## src/sv/modified_bessel_i_series_unit_defines.svh

```systemverilog
// Assertion macros used by the block's top-level RTL file.
`ifndef MODIFIED_BESSEL_I_SERIES_UNIT_DEFINES_SVH
`define MODIFIED_BESSEL_I_SERIES_UNIT_DEFINES_SVH
`ifndef NO_ASSERTIONS
`define MBI_ASSERT(lbl, clk, rstn, prop, msg) \
    lbl: assert property (@(posedge clk) disable iff (!rstn) prop) else $error(msg);
`define MBI_ASSERT_RST(lbl, clk, prop, msg) \
    lbl: assert property (@(posedge clk) prop) else $error(msg);
`else
`define MBI_ASSERT(lbl, clk, rstn, prop, msg)
`define MBI_ASSERT_RST(lbl, clk, prop, msg)
`endif
`endif

```

## src/sv/mbi_pkg.sv

```systemverilog
`default_nettype none
package mbi_pkg;
    localparam int SERIES_TERMS_DEF = 20;
    localparam int MAX_ORDER_DEF    = 8;
    localparam int TERM_W           = 64;
    localparam int PROD_W           = 2 * TERM_W;
    localparam int ARG_W            = 32;
    localparam int ORDER_W          = 4;
    localparam int VALUE_W          = 48;
    localparam int ONE_SHIFT        = 40;
    localparam int LEAD_SHIFT       = 29;
    localparam int SER_SHIFT        = 58;
    localparam int DIV_BITS         = 8;
    localparam int DIV_CYCLES       = TERM_W / DIV_BITS;

    typedef enum logic [2:0] {
        ST_IDLE, ST_START, ST_MUL, ST_RND, ST_DIV, ST_ACC, ST_SEED, ST_FIN
    } mbi_state_t;

    typedef struct packed {
        logic       load;
        logic       mul_step;
        logic       mul_first;
        logic [1:0] part;
        logic       rnd;
        logic       div_step;
        logic       acc;
        logic       seed;
        logic       fin;
    } mbi_cmd_t;

    typedef struct packed {
        logic n_zero;
        logic lead;
        logic k_last;
        logic i_last;
        logic out_busy;
    } mbi_status_t;
endpackage
`default_nettype wire

```

## src/sv/mbi_ctrl.sv

```systemverilog
`default_nettype none
module mbi_ctrl (
    input  wire                  aclk,
    input  wire                  aresetn,
    input  wire                  in_valid,
    output logic                 in_ready,
    input  mbi_pkg::mbi_status_t status,
    output mbi_pkg::mbi_cmd_t    cmd
);
    import mbi_pkg::*;

    mbi_state_t state_reg, state_next;
    logic [2:0] cnt_reg, cnt_next;

    always_ff @(posedge aclk) begin
        if (!aresetn) begin
            state_reg <= ST_IDLE;
            cnt_reg   <= '0;
        end else begin
            state_reg <= state_next;
            cnt_reg   <= cnt_next;
        end
    end

    always_comb begin
        state_next = state_reg;
        cnt_next   = cnt_reg;
        case (state_reg)
            ST_IDLE: begin
                if (in_valid) state_next = ST_START;
            end
            ST_START: begin
                cnt_next   = '0;
                state_next = status.n_zero ? ST_SEED : ST_MUL;
            end
            ST_MUL: begin
                cnt_next = cnt_reg + 3'd1;
                if (cnt_reg == 3'd3) begin
                    cnt_next   = '0;
                    state_next = ST_RND;
                end
            end
            ST_RND: begin
                state_next = ST_DIV;
            end
            ST_DIV: begin
                cnt_next = cnt_reg + 3'd1;
                if (cnt_reg == 3'(DIV_CYCLES - 1)) begin
                    cnt_next   = '0;
                    state_next = ST_ACC;
                end
            end
            ST_ACC: begin
                if (status.lead) begin
                    state_next = status.k_last ? ST_SEED : ST_MUL;
                end else begin
                    state_next = status.i_last ? ST_FIN : ST_MUL;
                end
            end
            ST_SEED: begin
                state_next = ST_MUL;
            end
            ST_FIN: begin
                if (!status.out_busy) state_next = ST_IDLE;
            end
            default: state_next = ST_IDLE;
        endcase
    end

    always_comb begin
        cmd       = '0;
        in_ready  = 1'b0;
        cmd.part  = cnt_reg[1:0];
        case (state_reg)
            ST_IDLE: begin
                in_ready = 1'b1;
                cmd.load = in_valid;
            end
            ST_MUL: begin
                cmd.mul_step  = 1'b1;
                cmd.mul_first = (cnt_reg == 3'd0);
            end
            ST_RND:  cmd.rnd      = 1'b1;
            ST_DIV:  cmd.div_step = 1'b1;
            ST_ACC:  cmd.acc      = 1'b1;
            ST_SEED: cmd.seed     = 1'b1;
            ST_FIN:  cmd.fin      = !status.out_busy;
            default: cmd = '0;
        endcase
    end
endmodule
`default_nettype wire

```

## config.mk

```make
export PLATFORM = sky130hd
export DESIGN_NAME = mbi_ctrl
export DESIGN_NICKNAME = d
export VERILOG_FILES = /design/src/sv/modified_bessel_i_series_unit_defines.svh /design/src/sv/mbi_pkg.sv /design/src/sv/mbi_ctrl.sv
export SDC_FILE = /design/constraint.sdc
export NUM_CORES = 1
export LEC_CHECK = 0
export ABC_AREA = 1
export ABC_CLOCK_PERIOD_IN_PS = 1600
export BUFFER_PORTS_ARGS = -buffer_cell sky130_fd_sc_hd__buf_2
export CAP_MARGIN = 0
export CORE_MARGIN = 5
export CORE_UTILIZATION = 42
export CTS_CLUSTER_DIAMETER = 40
export DETAILED_ROUTE_END_ITERATION = 16
export PLACE_DENSITY = 0.66
export SETUP_SLACK_MARGIN = 0.05
export SLEW_MARGIN = 25
export SYNTH_ARGS = -nofsm -noshare
export SYNTH_HDL_FRONTEND = slang
export SYNTH_SLANG_ARGS = --single-unit
export TNS_END_PERCENT = 5
```

## constraint.sdc

```tcl
create_clock -name aclk -period 1.6 [get_ports aclk]
set_clock_uncertainty 0.15 [all_clocks]
set_input_delay 0.32 -clock aclk [delete_from_list [all_inputs] [get_ports aclk]]
set_output_delay 0.32 -clock aclk [all_outputs]
set_load 0.02 [all_outputs]
```

## Word level (Yosys, flattened, before mapping)

Cells that the tools add are included.

- Input port bits: 8
- Output and inout port bits: 11
- Bits in registers: 6
- Word-level logic and storage cells: 43

- Muxes and demuxes: 21
- Add/subtract/negate cells: 1
- Reductions and logical operators: 6
- Equal/unequal tests: 13

Operators with widths:

| cell | count |
|---|---|
| two-way mux 3 bit | 10 |
| case mux 3 bit (8 select lines) | 1 |
| equality test 3 bit (second input constant) | 5 |
| equality test 3 x 2 -> 1 bit (second input constant) | 3 |
| case mux 3 bit (3 select lines) | 1 |
| inequality test 2 bit (second input constant) | 4 |
| two-way mux 1 bit | 7 |
| OR reduction 7 bit | 1 |
| logical NOT 3 bit | 2 |
| two-way mux 2 bit | 2 |
| AND reduction 4 bit | 1 |
| adder 3 x 1 -> 3 bit (second input constant) | 1 |
| equality test 3 x 1 -> 1 bit (second input constant) | 1 |
| nonzero test 3 bit | 1 |
| logical NOT 1 bit | 1 |

## Logic depth before layout (Yosys ltp)

- Depth after elaboration: 3
- Depth in mapped cells: 10
- Gate-level depth less buffers: 10

## Worst setup path after synthesis

OpenSTA, ideal clock, no wires.

- Kind: reg-to-output
- Start: reg state_reg[0]
- End: out cmd[6] (netlist bit)
- Stages on the path, launching flop included: 9
- Arrival time: 1.273 ns
- Data required time: 1.130 ns
- Setup slack: -0.143 ns
- Path buffers: 0
- Path through: dfxtp_1 inv_1 ha_1 nand2_1 inv_2 nor2_1 nand3_1 nand2_1 inv_1

RTL lines:

| element | RTL line | source |
|---|---|---|
| from (decl) | mbi_ctrl.sv:12 | `mbi_state_t state_reg, state_next;` |
| from (signal assigned) | mbi_ctrl.sv:20 | `state_reg <= state_next;` |
| to (decl) | mbi_ctrl.sv:8 | `output mbi_pkg::mbi_cmd_t cmd` |

==> metrics.txt <==
final period utilization 116.5%; r2r setup slk -130 ps; drt first pass iters 4; CTS Sinks 6; CP arrival 1390 ps; Core Rows 14; share of layout cells above drive strength 1 52.08%; Area Growth Syn to Fin 72.47%; Worst path slowest cell dfxtp_2; first-pass GRT wire length 3180 µm; htree depth 1; Max Fclk 536.3 MHz; failing checks setup timing; Crit path buffers/inverters 3; crit end category output pin; slack of the critical path -264.6 ps; gp weighted congestion 0.8488; detailed-route via count 792; IO Count 19; Tightest Pin Transition 198.5 ps; Mapped Cells 105; Setup Total Neg Slack -2413 ps; max_slew headroom 86.72%; Worst Hold Slack 186.9 ps; top_reg_cell synth dfxtp_1; crit-path cells buf_6 > ha_2 > buf_4 > nand2_2 > nor2_4 > buf_6; RSZ-0062 raised after global routing true; Syn Std Cell Area approximately 650 µm²; Tightest Hold Check Type primary input to register; Min-Delay Endpoint state_reg[0]$_SDFFE_PN0P_; min Tclk post-route 1865 ps; Post-CTS Hold Fix Bufs 0; Post-Layout Cell Count 160; final net count between 150 and 200; Power Total 1.773 mW; Die Span Y 49.47 µm; final slew viol count 0; CP max FO 5; power density over the cells ~1600 nW/µm²; R2R Path End cnt_reg[0]$_SDFFE_PN0P_; r2r startpoint state_reg[0]$_SDFFE_PN0P_; die width around 49 µm; top cells by area in the synthesized netlist ha_1 (21%), dfxtp_1 (18%), nand2_1 (15%), inv_1 (10%), nor2_1 (6.3%); vias per cell around 5; most frequent CP cell buf_6; CTS tree built; Clock Latency Late Sink 240 ps; reg2reg path depth 11; syn_nets 124; Die ar. 2447 µm²; outcome complete, but fails checks; flops & latches, synth 6; multi-input logic area 573.1 µm²; Clock Pin Slew Worst Setup and Hold Paths ~40 ps; Max stage delay on crit path between 300 and 400 ps; sequential fraction of the synthesis area 18.36%; initial core utilization a little over two fifths; port buffer count 18; Avg Inst Size Synth ~6.2 µm²; max-cap violations 0; HPWL after detailed placement roughly 1300 µm; Worst VDD drop 1.081 mV; hold path start aresetn; drt wl/cell approximately 13 µm; crit path kind register to output pin; Root Buffer clkbuf_4; Worst Hold Path Cells 3; 1st-iter DRT viols 13; Post-Route WL 2063 µm; DRC errors left 0; Yosys warnings 0; Final Hold Fails 0; vias in the first global route roughly 800; CTS buffer count 3; asr flop ratio synth 0%; Setup-failing EPs final 17; Yosys cell types 19; Overflow after GRT 0; Largest delay share family, worst path buffers and inverters; critical path required time 1130 ps; Post-synth EDFFs 0; largest net degree at the start of global routing 8; Post-DRT Antenna Nets 0; Synth area leader ha_1; Lkg Pwr approximately 0.60 nW; Core Box Area ~1500 µm²; placed insts 150; worst-case clock buffer depth 2; Fillers 109; GRT Total Usage 16.57%; post-synth top area share 21.03%; Worst setup SP type register; ant diodes 0; initial antenna violation count 0; Reg area 125.1 µm²
[Yosys cell counts (2+ instances only)]
library cell  instances
nand3_1               4
inv_1                18
dfxtp_1               6
nand2_2               4
inv_2                 2
a21oi_1               5
o21ai_1               2
nor2_1               11
o21ai_0               4
nor2_2                3
ha_1                 11
nand2_1              27
nor3_1                2
[layout make-up]
class	instances	area share (%)
multi-input combinational	77	50.78
timing repair buffer	37	26.05
tap	16	1.774
clock buffer	3	1.996
sequential	6	11.09
inverter	21	8.315
[routing by layer]
| metal | wire [µm] | track usage (%) |
|---|---|---|
| met5 | 0 | 0 |
| met4 | 133 | 15.28 |
| met3 | 121 | 2.108 |
| met2 | 1015 | 28.33 |
| met1 | 794 | 17.15 |
[worst register-to-register path: stages (launching register included)]
cell     delay [ps]
dfxtp_4         360
inv_6            90
ha_4            150
nand2_4          50
buf_4           120
buf_4           120
buf_4           120
buf_4           140
nand2_2         100
nor2_2           60
o21ai_1         110
a21oi_1          50
[how the worst max path moves through the flow]
stage                                    startpoint  cells past startpoint  slack (ps)     end
final                     state_reg[1]$_SDFFE_PN0P_                      6        -260  cmd[7]
after floorplan           state_reg[1]$_SDFFE_PN0P_                      8         -70  cmd[6]
after detailed placement  state_reg[0]$_SDFFE_PN0P_                      9        -130  cmd[5]
after CTS                 state_reg[0]$_SDFFE_PN0P_                      9        -220  cmd[5]
after global placement    state_reg[0]$_SDFFE_PN0P_                      9        -100  cmd[5]
after global routing      state_reg[1]$_SDFFE_PN0P_                      7        -330  cmd[6]
[kinds of logic after synthesis]
group,synth area share (%)
adders and majority gates,21.03
AOI/OAI and AO/OA,11.86
and+or+nand+nor,34.61
DFF,18.36
buffers and inverters,14.15
[timing repair]
item                                    in CTS  in global routing
pin swaps                                    8                  4
setup buffers                                6                  1
endpoints found under the hold margin        0                  0
gates resized for setup                     33                 27
endpoints found under the setup margin      15                 17
[cells in the final DEF, fill, tap and decap left out, drive strengths merged]
master,netlist,layout
a21oi,5,5
buf,1,37
clkbuf,0,3
dfxtp,6,6
ha,11,11
inv,21,21
nand2,31,31
nand3,5,5
nor2,14,14
nor3,2,2
o211ai,1,1
o21ai,6,6
o21bai,1,1
o31ai,1,1
[per-stage QoR]
step                util, %  setup slack [ps]  cell area (µm²)
floorplan                 -            -69.62            665.6
global route          75.80            -327.8             1129
global placement      57.39            -101.4            854.6
CTS                   67.73            -224.0             1008
detailed placement    57.39            -133.6            854.6
finish                75.80            -264.6             1129
[power by group]
group / switching [mW] / total [mW] / leakage (nW) / internal (mW)
combinational: 0.765 / 1.39 / 0.533 / 0.628
clock: 0.0536 / 0.138 / 0.0138 / 0.0848
sequential: 0.0497 / 0.243 / 0.0498 / 0.193
total: 0.868 / 1.77 / 0.597 / 0.905
(Power assumes the default switching activity.)
